--- src/hdl/tbtl_pkg.sv ---
// shared types and constants for the touch button tap latch
`default_nettype none
package tbtl_pkg;

  localparam int MAX_FINGERS = 15;
  localparam int COUNT_W     = $clog2(MAX_FINGERS + 1);
  localparam int TIME_BITS   = 32;
  localparam int LIMIT_W     = 16;

  localparam logic [LIMIT_W-1:0] TAP_MAX_RESET = 16'd250;
  localparam logic [LIMIT_W-1:0] GAP_MAX_RESET = 16'd320;

  typedef enum logic [2:0] {
    OP_BEGIN      = 3'd0,
    OP_END        = 3'd1,
    OP_CANCEL     = 3'd2,
    OP_ROLL_BEGIN = 3'd3,
    OP_ROLL_END   = 3'd4
  } op_t;

  typedef enum logic [0:0] {
    REG_TAP_MAX = 1'b0,
    REG_GAP_MAX = 1'b1
  } reg_idx_t;

  typedef struct packed {
    logic [LIMIT_W-1:0] tap_max;
    logic [LIMIT_W-1:0] gap_max;
  } cfg_t;

  typedef struct packed {
    logic pressed;
    logic latched;
    logic toggled;
  } result_t;

endpackage
`default_nettype wire

--- src/hdl/tbtl_engine.sv ---
// finger counting, tap detection and latch state update
`default_nettype none
module tbtl_engine (
  input  wire                               clk,
  input  wire                               rst_n,
  input  wire                               en,
  input  wire  [2:0]                        op,
  input  wire  [tbtl_pkg::TIME_BITS-1:0]    now,
  input  wire                               allow,
  input  wire  tbtl_pkg::cfg_t              cfg,
  output tbtl_pkg::result_t                 res
);
  import tbtl_pkg::*;

  logic [COUNT_W-1:0]   finger_count_r, finger_count_nxt;
  logic [COUNT_W-1:0]   rolled_count_r, rolled_count_nxt;
  logic [TIME_BITS-1:0] touch_start_r, touch_start_nxt;
  logic                 single_r, single_nxt;
  logic [TIME_BITS-1:0] last_tap_time_r, last_tap_time_nxt;
  logic                 last_tap_valid_r, last_tap_valid_nxt;
  logic                 latch_on_r, latch_on_nxt;

  function automatic logic span_within(input logic [TIME_BITS-1:0] earlier,
                                       input logic [TIME_BITS-1:0] later,
                                       input logic [LIMIT_W-1:0]   limit);
    logic [TIME_BITS-1:0] diff;
    diff = later - earlier;
    return (later >= earlier) && (diff <= TIME_BITS'(limit));
  endfunction

  logic [COUNT_W-1:0] finger_dec;
  logic               tap;
  logic               flipped;

  always_comb begin
    finger_count_nxt   = finger_count_r;
    rolled_count_nxt   = rolled_count_r;
    touch_start_nxt    = touch_start_r;
    single_nxt         = single_r;
    last_tap_time_nxt  = last_tap_time_r;
    last_tap_valid_nxt = last_tap_valid_r;
    latch_on_nxt       = latch_on_r;
    finger_dec         = finger_count_r - COUNT_W'(1);
    tap                = allow && single_r && span_within(touch_start_r, now, cfg.tap_max);
    flipped            = 1'b0;
    case (op_t'(op))
      OP_BEGIN: begin
        if (finger_count_r == '0) begin
          touch_start_nxt = now;
          single_nxt      = 1'b1;
        end else begin
          single_nxt = 1'b0;
        end
        if (finger_count_r < COUNT_W'(MAX_FINGERS)) begin
          finger_count_nxt = finger_count_r + COUNT_W'(1);
        end
      end
      OP_END: begin
        if (finger_count_r != '0) begin
          finger_count_nxt = finger_dec;
          if (finger_dec == '0) begin
            // second tap of a double tap flips the latch
            if (tap && last_tap_valid_r &&
                span_within(last_tap_time_r, touch_start_r, cfg.gap_max)) begin
              latch_on_nxt       = !latch_on_r;
              last_tap_valid_nxt = 1'b0;
              flipped            = 1'b1;
            end else begin
              last_tap_valid_nxt = tap;
              last_tap_time_nxt  = now;
            end
          end
        end
      end
      OP_CANCEL: begin
        finger_count_nxt   = '0;
        rolled_count_nxt   = '0;
        touch_start_nxt    = '0;
        single_nxt         = 1'b0;
        last_tap_time_nxt  = '0;
        last_tap_valid_nxt = 1'b0;
        latch_on_nxt       = 1'b0;
      end
      OP_ROLL_BEGIN: begin
        if (rolled_count_r < COUNT_W'(MAX_FINGERS)) begin
          rolled_count_nxt = rolled_count_r + COUNT_W'(1);
        end
      end
      OP_ROLL_END: begin
        if (rolled_count_r != '0) begin
          rolled_count_nxt = rolled_count_r - COUNT_W'(1);
        end
      end
      default: begin
      end
    endcase
  end

  always_comb begin
    res.pressed = (finger_count_nxt != '0) || (rolled_count_nxt != '0) || latch_on_nxt;
    res.latched = latch_on_nxt;
    res.toggled = flipped;
  end

  always_ff @(posedge clk) begin
    if (!rst_n) begin
      finger_count_r   <= '0;
      rolled_count_r   <= '0;
      touch_start_r    <= '0;
      single_r         <= 1'b0;
      last_tap_time_r  <= '0;
      last_tap_valid_r <= 1'b0;
      latch_on_r       <= 1'b0;
    end else if (en) begin
      finger_count_r   <= finger_count_nxt;
      rolled_count_r   <= rolled_count_nxt;
      touch_start_r    <= touch_start_nxt;
      single_r         <= single_nxt;
      last_tap_time_r  <= last_tap_time_nxt;
      last_tap_valid_r <= last_tap_valid_nxt;
      latch_on_r       <= latch_on_nxt;
    end
  end

  a_count_limit: assert property (@(posedge clk) disable iff (!rst_n)
    (finger_count_r <= COUNT_W'(MAX_FINGERS)) && (rolled_count_r <= COUNT_W'(MAX_FINGERS)))
    else $error("finger count above limit");

  a_toggle_flips: assert property (@(posedge clk) disable iff (!rst_n)
    (en && res.toggled) |=> (latch_on_r != $past(latch_on_r)) && !last_tap_valid_r)
    else $error("toggle did not flip latch or consume previous tap");

  a_cancel_clears: assert property (@(posedge clk) disable iff (!rst_n)
    (en && (op == OP_CANCEL)) |=>
      (finger_count_r == '0) && (rolled_count_r == '0) && !latch_on_r && !last_tap_valid_r)
    else $error("cancel left state behind");

  a_single_needs_finger: assert property (@(posedge clk) disable iff (!rst_n)
    (en && (op == OP_BEGIN) && (finger_count_r != '0)) |=> !single_r)
    else $error("chord still marked single finger");

endmodule
`default_nettype wire

--- src/hdl/touch_button_tap_latch_core.sv ---
// touch button tap latch: input register, event engine and result register
// path: event held in input register, then result register (out_valid) when the slot is free
// throughput: one event per cycle while out_ready is high; the input and result registers
//   pipeline, so a new event is taken while the previous result waits
// reset: rst_n synchronous active low; clears all touch state, empties both stages
//   and restores tap_max_ms = 250 and gap_max_ms = 320
`default_nettype none
module touch_button_tap_latch_core (
  input  wire         clk,
  input  wire         rst_n,
  // event input channel
  input  wire         in_valid,
  output logic        in_ready,
  input  wire  [2:0]  in_operation,
  input  wire  [31:0] in_timestamp_ms,
  input  wire         in_can_latch,
  // result channel
  output logic        out_valid,
  input  wire         out_ready,
  output logic        out_pressed,
  output logic        out_latched,
  output logic        out_toggled,
  // configuration writes
  input  wire         cfg_we,
  input  wire  [0:0]  cfg_index,
  input  wire  [15:0] cfg_wdata
);
  import tbtl_pkg::*;

  // configuration registers
  cfg_t cfg_r;

  always_ff @(posedge clk) begin
    if (!rst_n) begin
      cfg_r.tap_max <= TAP_MAX_RESET;
      cfg_r.gap_max <= GAP_MAX_RESET;
    end else if (cfg_we) begin
      case (reg_idx_t'(cfg_index))
        REG_TAP_MAX: cfg_r.tap_max <= cfg_wdata;
        REG_GAP_MAX: cfg_r.gap_max <= cfg_wdata;
        default: begin
        end
      endcase
    end
  end

  // input stage: holds one accepted event
  logic                 in_v_r;
  logic [2:0]           op_r;
  logic [TIME_BITS-1:0] ts_r;
  logic                 allow_r;

  // result stage
  logic    out_v_r;
  result_t res_r;
  result_t res_nxt;

  // event moves from input stage into result stage when the result slot frees up
  logic advance;
  assign advance  = in_v_r && (!out_v_r || out_ready);
  assign in_ready = !in_v_r || advance;

  always_ff @(posedge clk) begin
    if (!rst_n) begin
      in_v_r <= 1'b0;
    end else if (in_ready) begin
      in_v_r <= in_valid;
    end
  end

  // payload only, no reset needed
  always_ff @(posedge clk) begin
    if (in_valid && in_ready) begin
      op_r    <= in_operation;
      ts_r    <= TIME_BITS'(in_timestamp_ms);
      allow_r <= in_can_latch;
    end
  end

  // state update happens exactly when the event leaves the input stage
  tbtl_engine u_engine (
    .clk   (clk),
    .rst_n (rst_n),
    .en    (advance),
    .op    (op_r),
    .now   (ts_r),
    .allow (allow_r),
    .cfg   (cfg_r),
    .res   (res_nxt)
  );

  always_ff @(posedge clk) begin
    if (!rst_n) begin
      out_v_r <= 1'b0;
    end else if (advance) begin
      out_v_r <= 1'b1;
    end else if (out_ready) begin
      out_v_r <= 1'b0;
    end
  end

  always_ff @(posedge clk) begin
    if (advance) begin
      res_r <= res_nxt;
    end
  end

  assign out_valid   = out_v_r;
  assign out_pressed = res_r.pressed;
  assign out_latched = res_r.latched;
  assign out_toggled = res_r.toggled;

  a_no_drop: assert property (@(posedge clk) disable iff (!rst_n)
    (out_v_r && !out_ready) |-> !advance)
    else $error("result overwritten before transfer");

  a_fill_result: assert property (@(posedge clk) disable iff (!rst_n)
    advance |=> out_v_r)
    else $error("advanced event produced no result");

  a_stage_held: assert property (@(posedge clk) disable iff (!rst_n)
    (in_v_r && !advance) |=> in_v_r && $stable(op_r) && $stable(ts_r))
    else $error("stalled event lost from input stage");

endmodule
`default_nettype wire
--- config.mk ---
export PLATFORM = sky130hd
export DESIGN_NAME = touch_button_tap_latch_core
export DESIGN_NICKNAME = d
export VERILOG_FILES = /design/src/hdl/tbtl_pkg.sv /design/src/hdl/tbtl_engine.sv /design/src/hdl/touch_button_tap_latch_core.sv
export SDC_FILE = /design/constraint.sdc
export NUM_CORES = 1
export LEC_CHECK = 0
export BUFFER_PORTS_ARGS = -buffer_cell sky130_fd_sc_hd__buf_2
export CORE_UTILIZATION = 45
export CTS_CLUSTER_SIZE = 20
export DETAILED_ROUTE_END_ITERATION = 8
export GPL_TIMING_DRIVEN = 0
export PLACE_DENSITY_LB_ADDON = 0.08
export SLEW_MARGIN = 20
export SYNTH_ARGS = -nofsm -noshare
export SYNTH_HDL_FRONTEND = slang
export SYNTH_SLANG_ARGS = --single-unit
--- constraint.sdc ---
create_clock -name clk -period 12.3 [get_ports clk]
set_input_delay 1.23 -clock clk [delete_from_list [all_inputs] [get_ports clk]]
set_output_delay 1.23 -clock clk [all_outputs]
set_load 0.02 [all_outputs]
==> out/qor.yml, run 1 <==
wl_um: 32300
clock_path_buffers: 2
grt.overflow.total: 0
ant_nets: 0
holdWs_ns: 0.457
cts_root_buf: "clkbuf_16"
fin_area_um2: 12300
cp_slowest_cell: "a311oi_1"
synth.area.mux_share_pct: 3.98
p_sw_share_pct: 33.7
drv_slew: 0
p_per_area_nw_per_um2: 116
ir_drop_mv: 0.0828
stdcell_count: 1838
std_cell_rows: 56
power.internal_mw: 0.945
path_buf_inv: 1
diodes: 0
grt_use_total_pct: 26.7
hp-start: "cfg_r[14]$_SDFFE_PN0P_"
endpoint_kind: "flop"
synth-main-ff-cell: "dfxtp_1"
fin_setup_tns_ns: 0
synth_cell_types: 73
cts_tree: "built"
postSynthAreaPerCell_um2: 7.67
clk_latency_ns: 0.44
start_util_pct: 46.2
netlist_area_um2: 10900
drt_pass1_iterations: 5
power_frac_comb_pct: 25.0
fin_nets: 1667
synthTopCellsByArea: "dfxtp_1 20%, ha_1 12%, edfxtp_1 11%"
synth_edf_count: 39
path_clk_slew_ns: 0.07
yosys.area_share.simple_pct: 22.1
grt_max_degree: 29
ctsResizeCount: 0
arrival_ns: 6.26
dpl.hpwl_um: 26000
place_area_um2: 11700
place.gp.congestion: 0.953
drv_cap: 0
synth_fa_ha_area_share_pct: 11.9
grt_pass1_wl_um: 50900
drive_gt1_share_pct: 7.70
syn_nets: 1586
synthXorXnorAreaFrac_pct: 2.80
synthCells: 1425
die-area_um2: 24900
port_buffers: 61
crit_path_start: "ts_r[2]$_DFFE_PP_"
worst_setup_path_start_kind: "flop"
crit_fanout: 10
areaGrowthSynthToFinish_pct: 12.2
synth_top_family_by_area: "simple AND/OR/NAND/NOR gates"
synth_compound_area_share_pct: 21.6
vias_per_cell: 5.60
setup_viol: 0
max_slew_margin_pct: 19.5
finalHoldViolCount: 0
cts_setup_buffers: 0
die_h_um: 158
drt_iter0_markers: 858
yosysMostFrequentCell: "nand2_1"
core_um2: 23700
rsz0062_at_grt: "no"
ctsHtreeMaxLevel: 4
yosysSeqAreaShare_pct: 30.7
cts_hold_buffers: 0
cts_sinks: 148
grt_pass1_vias: 9431
numCtsBuffers: 17
io_pins: 63
crit_chain: "ha_1, nor2b_1, o31a_1, o21ai_1, a21oi_1, a311oi_1, xnor2_1, ha_1, a21o_1, a21o_1, a211o_1, o21ai_1, o21ai_1, nor4_2, nand4_1, or4_1, or4_4, nand2_2, buf_4, mux2i_1"
crit_family: "compound AO/OA/AOI/OAI gates"
antenna_found_initial: 0
worstMarginPinSlew_ns: 1.20
synth_common_cells: "220 x nand2_1, 157 x a21oi_1, 121 x inv_1"
crit_required_ns: 12.66
async_flop_share_pct: 0
path_class: "flop to flop"
hp-class: "flop to flop"
power_frac_seq_pct: 37.6
status: "completed"
yosysTopAreaCell: "dfxtp_1"
rr_startpoint: "ts_r[2]$_DFFE_PP_"
skew_ns: 0.0140
drc_errors: 0
finalCriticalPeriod_ns: 5.90
finalCritPeriodShare_pct: 48.0
synth_top_area_share_pct: 20.0
max_freq_ghz: 0.169
yosysWarnings: 0
place_inst: 1806
synth_seq_cells: 148
wl_per_cell_um: 17.6
p_leak_nw: 5.04
cpPeakStageDelay_ns: 0.59
pwr-share-clk_pct: 37.4
crit_top_cell: "o21ai_1"
die_w_um: 158
netSwitchingPower_mw: 0.480
route.vias.total: 10299
tightest hold or removal path, stage by stage, from the launching register on:
cell and delay, ns:
dfxtp_1 0.31, nand2_1 0.05, a21oi_1 0.05
registers in the layout (all words and copies together), names as in the netlist:
| register | flops |
|---|---|
| cfg_r | 32 |
| ts_r | 32 |
| u_engine.last_tap_time_r | 32 |
| u_engine.touch_start_r | 32 |
| u_engine.finger_count_r | 4 |
| u_engine.rolled_count_r | 4 |
| op_r | 3 |
| allow_r | 1 |
| in_v_r | 1 |
| out_latched | 1 |
| out_pressed | 1 |
| out_toggled | 1 |
| out_valid | 1 |
| u_engine.last_tap_valid_r | 1 |
| u_engine.latch_on_r | 1 |
| u_engine.single_r | 1 |
power groups by stage:
stage / clock network [mW] / logic (mW) / registers, mW
6_report: 0.534 / 0.356 / 0.535
4_1_cts: 0.540 / 0.354 / 0.535
3_5_place_dp: 0 / 0.352 / 0.546
3_3_place_gp: 0 / 0.349 / 0.546
5_1_grt: 0.558 / 0.398 / 0.537
2_1_floorplan: 0 / 0.259 / 0.539
logic make-up (layout without fill, tap and decap cells):
group	Yosys count	in the layout
AOI/OAI and AO/OA	380	380
xor gates and xnor gates	35	35
adders and majority gates	103	103
buffers and inverters	196	290
DFF	148	148
muxes	43	43
and+or+nand+nor	520	520
worst paths after layout:
kind	depth (start not counted)	endpoint	slack, ns
worst min register to register	2	cfg_r[14]$_SDFFE_PN0P_	0.46
worst max-delay path	20	u_engine.last_tap_time_r[23]$_SDFFE_PN0P_	6.40
worst min-delay path	2	cfg_r[14]$_SDFFE_PN0P_	0.46
worst max register to register	20	u_engine.last_tap_time_r[23]$_SDFFE_PN0P_	6.40
stage by stage:
| step | total power, mW | util, % | setup WS [ns] |
|---|---|---|---|
| floorplan | 0.799 | - | 7.33 |
| finish | 1.43 | 51.8 | 6.40 |
| CTS | 1.43 | 51.8 | 6.36 |
| global placement | 0.895 | 49.1 | 6.42 |
| detailed placement | 0.898 | 49.2 | 6.39 |
| global route | 1.49 | 51.8 | 6.06 |
placed cells by master (no fill, tap or decap), types with 5 or more instances in the layout:
cell type	n
o31ai_1	6
inv_1	121
nor2b_1	15
buf_1	7
nand2b_1	11
o21a_1	13
mux2i_1	39
nor4_1	5
clkbuf_16	18
a31oi_1	17
inv_8	6
xnor2_1	24
or4_1	5
o21ai_0	58
a21boi_0	8
ha_1	101
nor2_1	71
dfxtp_1	109
edfxtp_1	39
o21bai_1	8
a211oi_1	10
nand3_1	95
xor2_1	11
or3_1	6
and3_1	8
a21o_1	26
buf_2	64
o211ai_1	19
nor3_1	22
and2_1	14
clkbuf_1	60
nand4_1	32
nand2_1	220
a21oi_1	157
area by class of cell:
type	count	area (µm²)
multi-input cells	1081	6830
clock buffers	18	450
well taps	319	399
flip-flops and latches	148	3350
inverters	123	462
clock inverters	14	151
plain buffers	73	289
fillers	2403	11400
repair buffers	62	325
layer usage:
metal,track usage [%],share of wire [%],up-vias
li1,-,-,5258
met5,0,0,-
met2,40.9,43,264
met1,39.0,50,4725
met4,6.84,1.8,0
met3,3.59,4.4,52
Note: power is estimated with default switching activity, not from simulation.
==> run 2: changes to the inputs <==
--- a/config.mk
+++ b/config.mk
@@ -5,6 +5,7 @@
 export SDC_FILE = /design/constraint.sdc
 export NUM_CORES = 1
 export LEC_CHECK = 0
+export ABC_AREA = 1
 export BUFFER_PORTS_ARGS = -buffer_cell sky130_fd_sc_hd__buf_2
 export CORE_UTILIZATION = 45
 export CTS_CLUSTER_SIZE = 20
==> constraint.sdc (replaced) <==
create_clock -name clk -period 4.7 [get_ports clk]
set_input_delay 0.47 -clock clk [delete_from_list [all_inputs] [get_ports clk]]
set_output_delay 0.47 -clock clk [all_outputs]
set_load 0.02 [all_outputs]
==> run 2 against run 1 <==
Net effect: final cell count is 29% higher; area after synthesis grew 9.1%; clock skew increased by 0.0015 ns; worst hold slack got worse by 0.24 ns; die area is 9.0% higher; global-route usage grew 0.34 points; worst setup slack worse by 6.0 ns; critical path depth up 7; sequential share of layout area decreased by 2.0 points; register-to-register slack got worse by 6.0 ns; sequential cell count unchanged; largest cell class unchanged; highest routed layer unchanged.
==> out/qor.yml, run 2 <==
status: "completed"
grt.overflow.total: 0
max_slew_margin_pct: 25.1
grt_util_met3_pct: 2.74
finalHoldViolCount: 0
path_buf_inv: 3
ir_drop_mv: 0.198
areaGrowthSynthToFinish_pct: 11.0
grt_use_total_pct: 27.0
power_frac_seq_pct: 33.6
mostFrequentLayoutCells: "565 x nand2_1, 410 x inv_1, 211 x nor2_1"
hp-class: "primary input to flop"
io_pins: 63
antenna_found_initial: 0
fillCellCount: 2793
use_met2_pct: 41.8
diodes: 0
port_buffers: 62
pwr-share-clk_pct: 31.8
wl_per_cell_um: 14.8
dpl.hpwl_um: 30100
route.vias.total: 11586
std_cell_rows: 59
p_per_area_nw_per_um2: 318
postSynthAreaPerCell_um2: 6.14
cts_root_buf: "clkbuf_16"
p_leak_nw: 7.04
start_util_pct: 45.8
max_freq_ghz: 0.234
ff_latch_area_um2: 3350
synth_edf_count: 39
synth_seq_cells: 148
power.internal_mw: 2.60
power_frac_comb_pct: 34.6
cpPeakStageDelay_ns: 0.48
drc_errors: 0
crit_required_ns: 4.99
arrival_ns: 4.56
drv_cap: 0
vias_per_cell: 4.89
crit_fanout: 10
place.gp.congestion: 0.932
p_sw_share_pct: 38.3
drt_iter0_markers: 801
grt_use_met1_pct: 39.2
final_common_cell: "nand2_1"
fin_nets: 2184
drt_pass1_iterations: 5
synth-main-ff-cell: "dfxtp_1"
wl_um: 35000
crit_family: "simple AND/OR/NAND/NOR gates"
grt_pass1_vias: 10586
rsz0062_at_grt: "no"
yosysWarnings: 0
die_h_um: 165
synthTopCellsByArea: "dfxtp_1 18%, nand2_1 18%, inv_1 13%"
synth_cell_types: 47
netSwitchingPower_mw: 1.61
multi_input_area_um2: 6870
path_class: "flop to flop"
netlist_area_um2: 11900
yosysMostFrequentCell: "nand2_1"
ctsHtreeMaxLevel: 4
cts_sinks: 148
grt_max_degree: 37
setup_viol: 0
worst_setup_path_start_kind: "flop"
core_um2: 26100
ant_nets: 0
fin_util_pct: 50.8
drive_gt1_share_pct: 6.19
path_clk_slew_ns: 0.07
endpoint_kind: "flop"
synthCells: 1942
cts_tree: "built"
gr-max-usage-layer: "met2"
drv_slew: 0
async_flop_share_pct: 0
yosysTopAreaCell: "dfxtp_1"
cp_slowest_cell: "fa_1"
worstMarginPinSlew_ns: 1.12
synth_common_cells: "565 x nand2_1, 411 x inv_1, 211 x nor2_1"
clock_path_buffers: 2
clk_latency_ns: 0.43
skew_ns: 0.0155
finalCritPeriodShare_pct: 90.9
die-area_um2: 27200
finalCriticalPeriod_ns: 4.27
crit_top_cell: "nand2_1"
synth_top_area_share_pct: 18.3
grt_pass1_wl_um: 55500
die_w_um: 165
fin_setup_tns_ns: 0
yosysSeqAreaShare_pct: 28.1
numCtsBuffers: 17
syn_nets: 2103
## run 2: changes by cell type after synthesis, sizes merged, moves of 15 or more
cell    previous run  this run
nand2            221       570
o21ai             61       106
mux2i             39         0
xnor2             24         6
xor2              11        29
a31oi             17         2
clkbuf            60        25
nor2b             15         0
inv              122       416
a21oi            157       136
a21o              26         2
nor2              71       215
## run 2: logic make-up (layout without fill, tap and decap cells)
kind of cell / Yosys count / count (layout) / share of synthesized area [%]
AND/OR/NAND/NOR: 932 / 932 / 31.7
buffers and inverters: 451 / 545 / 14.3
AO/OA/AOI/OAI: 273 / 273 / 12.4
flip-flops: 148 / 148 / 28.1
adder cells (fa/ha/maj): 103 / 103 / 10.9
XOR/XNOR: 35 / 35 / 2.57
## run 2: area by class of cell
| type | count | area share (%) |
|---|---|---|
| Clock inverter | 14 | 0.973 |
| Buffer | 32 | 1.05 |
| Inverter | 419 | 11.9 |
| Clock buffer | 18 | 3.40 |
| Sequential cell | 148 | 25.3 |
| Timing Repair Buffer | 62 | 2.34 |
| Tap cell | 335 | 3.16 |
| Multi-Input combinational cell | 1343 | 51.9 |
## run 2: metal layers
metal	vias to the layer above	share of wire, %	routed length [µm]
met1	5123	51	17800
met4	0	2.1	741
met2	219	43	15000
li1	6208	-	-
met5	-	0	0
met3	36	4.2	1470
## run 2: repair_timing
item	in CTS	in global routing
buffers inserted	0	0
setup endpoints to repair	0	17
hold buffers	0	0
endpoints found under the hold margin	0	0
resized for setup	0	1
## run 2: path summary, 6_finish.rpt
check,end,slack (ns),startpoint,cells past startpoint
hold / removal,ts_r[15]$_DFFE_PP_,0.22,in_timestamp_ms[15],1
setup / recovery,u_engine.last_tap_time_r[29]$_SDFFE_PN0P_,0.43,u_engine.touch_start_r[0]$_SDFFE_PN0P_,27
hold reg to reg,u_engine.last_tap_time_r[19]$_SDFFE_PN0P_,0.46,u_engine.last_tap_time_r[19]$_SDFFE_PN0P_,2
setup reg to reg,u_engine.last_tap_time_r[29]$_SDFFE_PN0P_,0.43,u_engine.touch_start_r[0]$_SDFFE_PN0P_,27
## run 2: power by group through the flow
stage	clock, mW	sequential, mW	combinational (mW)
2_1_floorplan	0	1.43	1.07
3_3_place_gp	0	1.44	1.43
3_5_place_dp	0	1.44	1.45
4_1_cts	1.36	1.42	1.45
5_1_grt	1.41	1.42	1.67
6_report	1.34	1.42	1.45
## run 2: through the flow
stage          area, µm²  hold slack, ns  power, mW  instances  setup slack, ns
2_1_floorplan      11900           0.435       2.50       1942             1.34
3_3_place_gp       12700           0.452       2.87       2339            0.412
3_5_place_dp       12700           0.454       2.89       2339            0.365
4_1_cts            13200           0.201       4.23       2371            0.336
5_1_grt            13200           0.201       4.50       2371           0.0437
6_report           13200           0.215       4.21       2371            0.429
==> run 3: changes to the inputs <==
--- a/config.mk
+++ b/config.mk
@@ -8,6 +8,8 @@
 export ABC_AREA = 1
 export BUFFER_PORTS_ARGS = -buffer_cell sky130_fd_sc_hd__buf_2
 export CORE_UTILIZATION = 45
+export CTS_BUF_LIST = sky130_fd_sc_hd__clkbuf_4 sky130_fd_sc_hd__clkbuf_8
+export CTS_CLUSTER_DIAMETER = 80
 export CTS_CLUSTER_SIZE = 20
 export DETAILED_ROUTE_END_ITERATION = 8
 export GPL_TIMING_DRIVEN = 0
@@ -16,3 +18,4 @@
 export SYNTH_ARGS = -nofsm -noshare
 export SYNTH_HDL_FRONTEND = slang
 export SYNTH_SLANG_ARGS = --single-unit
+export TNS_END_PERCENT = 50
==> run 3 against run 2 <==
Net effect: clock power shrank 25%; fmax is essentially flat; worst hold slack lost 0.037 ns; combinational power is essentially flat; sequential cell count is the same; non-clock buffer count is the same; first-iteration DRC count shrank 6.7%; critical endpoint is now u_engine.last_tap_time_r[24]$_SDFFE_PN0P_.
==> out/qor.yml, run 3 (synthesized netlist as in run 2, its figures left out) <==
numCtsBuffers: 17
die_w_um: 165
io_pins: 63
clock_path_buffers: 2
p_per_area_nw_per_um2: 297
die_h_um: 165
port_buffers: 62
postLayoutSetupSlackWorst_ns: 0.428
endpoint_kind: "flop"
crit_required_ns: 5.02
route.vias.total: 11600
vias_per_cell: 4.89
grt_use_total_pct: 27.0
crit_path_start: "u_engine.touch_start_r[1]$_SDFFE_PN0P_"
mostFrequentLayoutCells: "565 x nand2_1, 410 x inv_1, 211 x nor2_1"
place_inst: 2339
cts_sinks: 148
place.gp.congestion: 0.932
grt_max_degree: 37
fin_setup_tns_ns: 0
cts_root_buf: "clkbuf_8"
reg2reg_slack_ns: 0.43
crit_path_end: "u_engine.last_tap_time_r[24]$_SDFFE_PN0P_"
grt.overflow.total: 0
drc_errors: 0
p_leak_nw: 6.95
r2r-end: "u_engine.last_tap_time_r[24]$_SDFFE_PN0P_"
worstMarginPinSlew_ns: 1.10
ctsHtreeMaxLevel: 4
r2r_cells: 25
areaGrowthSynthToFinish_pct: 9.45
grt_pass1_vias: 10582
cts_tree: "built"
final_common_cell: "nand2_1"
worst_setup_path_start_kind: "flop"
max_freq_ghz: 0.234
path_clk_slew_ns: 0.09
std_cell_rows: 59
core_um2: 26100
cts_hold_buffers: 0
wl_per_cell_um: 14.8
drv_slew: 0
clk_latency_ns: 0.47
path_class: "flop to flop"
holdWs_ns: 0.179
max_slew_margin_pct: 26.2
finalHoldViolCount: 0
drive_gt1_share_pct: 6.19
fin_util_pct: 50.1
hp-class: "primary input to flop"
arrival_ns: 4.60
rr_startpoint: "u_engine.touch_start_r[1]$_SDFFE_PN0P_"
drt_iter0_markers: 747
ir_drop_mv: 0.151
antenna_found_initial: 0
die-area_um2: 27200
stdcell_count: 2371
grt_pass1_wl_um: 55300
crit_fanout: 10
finalCritPeriodShare_pct: 90.9
dpl.hpwl_um: 30100
drv_cap: 0
finalCriticalPeriod_ns: 4.27
status: "completed"
rsz0062_at_grt: "no"
drt_pass1_iterations: 7
pre_cts_slack_ns: 0.365
start_util_pct: 45.8
skew_ns: 0.0184
wl_um: 35000
ant_nets: 0
fin_nets: 2184
setup_viol: 0
diodes: 0
run 3: cell count changes in the layout (fill, tap and decap cells not counted):
cell       change
clkbuf_8      +17
bufinv_16      +1
clkbuf_16     -18
run 3: worst min path at each step:
| stage | start | endpoint | slack, ns | depth (start not counted) |
|---|---|---|---|---|
| floorplan | cfg_r[10]$_SDFFE_PN0P_ | cfg_r[10]$_SDFFE_PN0P_ | 0.44 | 2 |
| global placement | u_engine.last_tap_time_r[19]$_SDFFE_PN0P_ | u_engine.last_tap_time_r[19]$_SDFFE_PN0P_ | 0.45 | 2 |
| detailed placement | u_engine.last_tap_time_r[24]$_SDFFE_PN0P_ | u_engine.last_tap_time_r[24]$_SDFFE_PN0P_ | 0.45 | 2 |
| CTS | in_timestamp_ms[2] | ts_r[2]$_DFFE_PP_ | 0.16 | 1 |
| global route | in_timestamp_ms[0] | ts_r[0]$_DFFE_PP_ | 0.15 | 1 |
| finish | in_timestamp_ms[0] | ts_r[0]$_DFFE_PP_ | 0.18 | 1 |
run 3: stage by stage:
step	power [mW]	instance area (µm²)
2_1_floorplan	2.50	11900
3_3_place_gp	2.87	12700
3_5_place_dp	2.89	12700
4_1_cts	3.89	13100
5_1_grt	4.16	13100
6_report	3.88	13100
run 3: cell type report:
| type | count | area, µm² |
|---|---|---|
| plain buffers | 32 | 139 |
| clock buffers | 17 | 234 |
| clock inverters | 15 | 159 |
| fillers | 2803 | 13000 |
| inverters | 419 | 1570 |
| multi-input cells | 1343 | 6870 |
| flip-flops and latches | 148 | 3350 |
| well taps | 335 | 419 |
| repair buffers | 62 | 310 |
run 3: repair_timing:
item / 4_1_cts / 5_1_grt
setup endpoints to repair: 0 / 17
gates resized for setup: 0 / 1
setup buffers: 0 / 0
run 3: power by group:
group	switching [mW]	internal, mW
registers	0.0416	1.37
clock network	0.564	0.444
logic	0.964	0.491
total	1.57	2.31
run 3: worst max-delay path, cell delays in order, from the launching register on:
cell     delay (ns)
dfxtp_1        0.53
inv_1          0.15
ha_1           0.32
nand3_1        0.09
nand2_2        0.11
nand2_1        0.07
nand2_2        0.09
nand2_1        0.07
nand2_2        0.14
xor2_1         0.28
ha_1           0.31
a21oi_1        0.14
o21ai_0        0.09
a21oi_1        0.15
nand2_1        0.07
nand2_1        0.10
nand3_1        0.12
nor2_1         0.12
nand3_1        0.09
nor2_1         0.13
nand3_2        0.20
nor2_1         0.27
nor2_2         0.11
buf_2          0.21
nand2_1        0.08
a21oi_1        0.06
run 3: routing by layer:
layer	wire, µm	track usage, %	vias up
met5	0	0	-
met4	790	8.17	0
met3	1530	2.99	41
met2	14900	41.8	237
met1	17800	38.9	5123
li1	-	-	6199
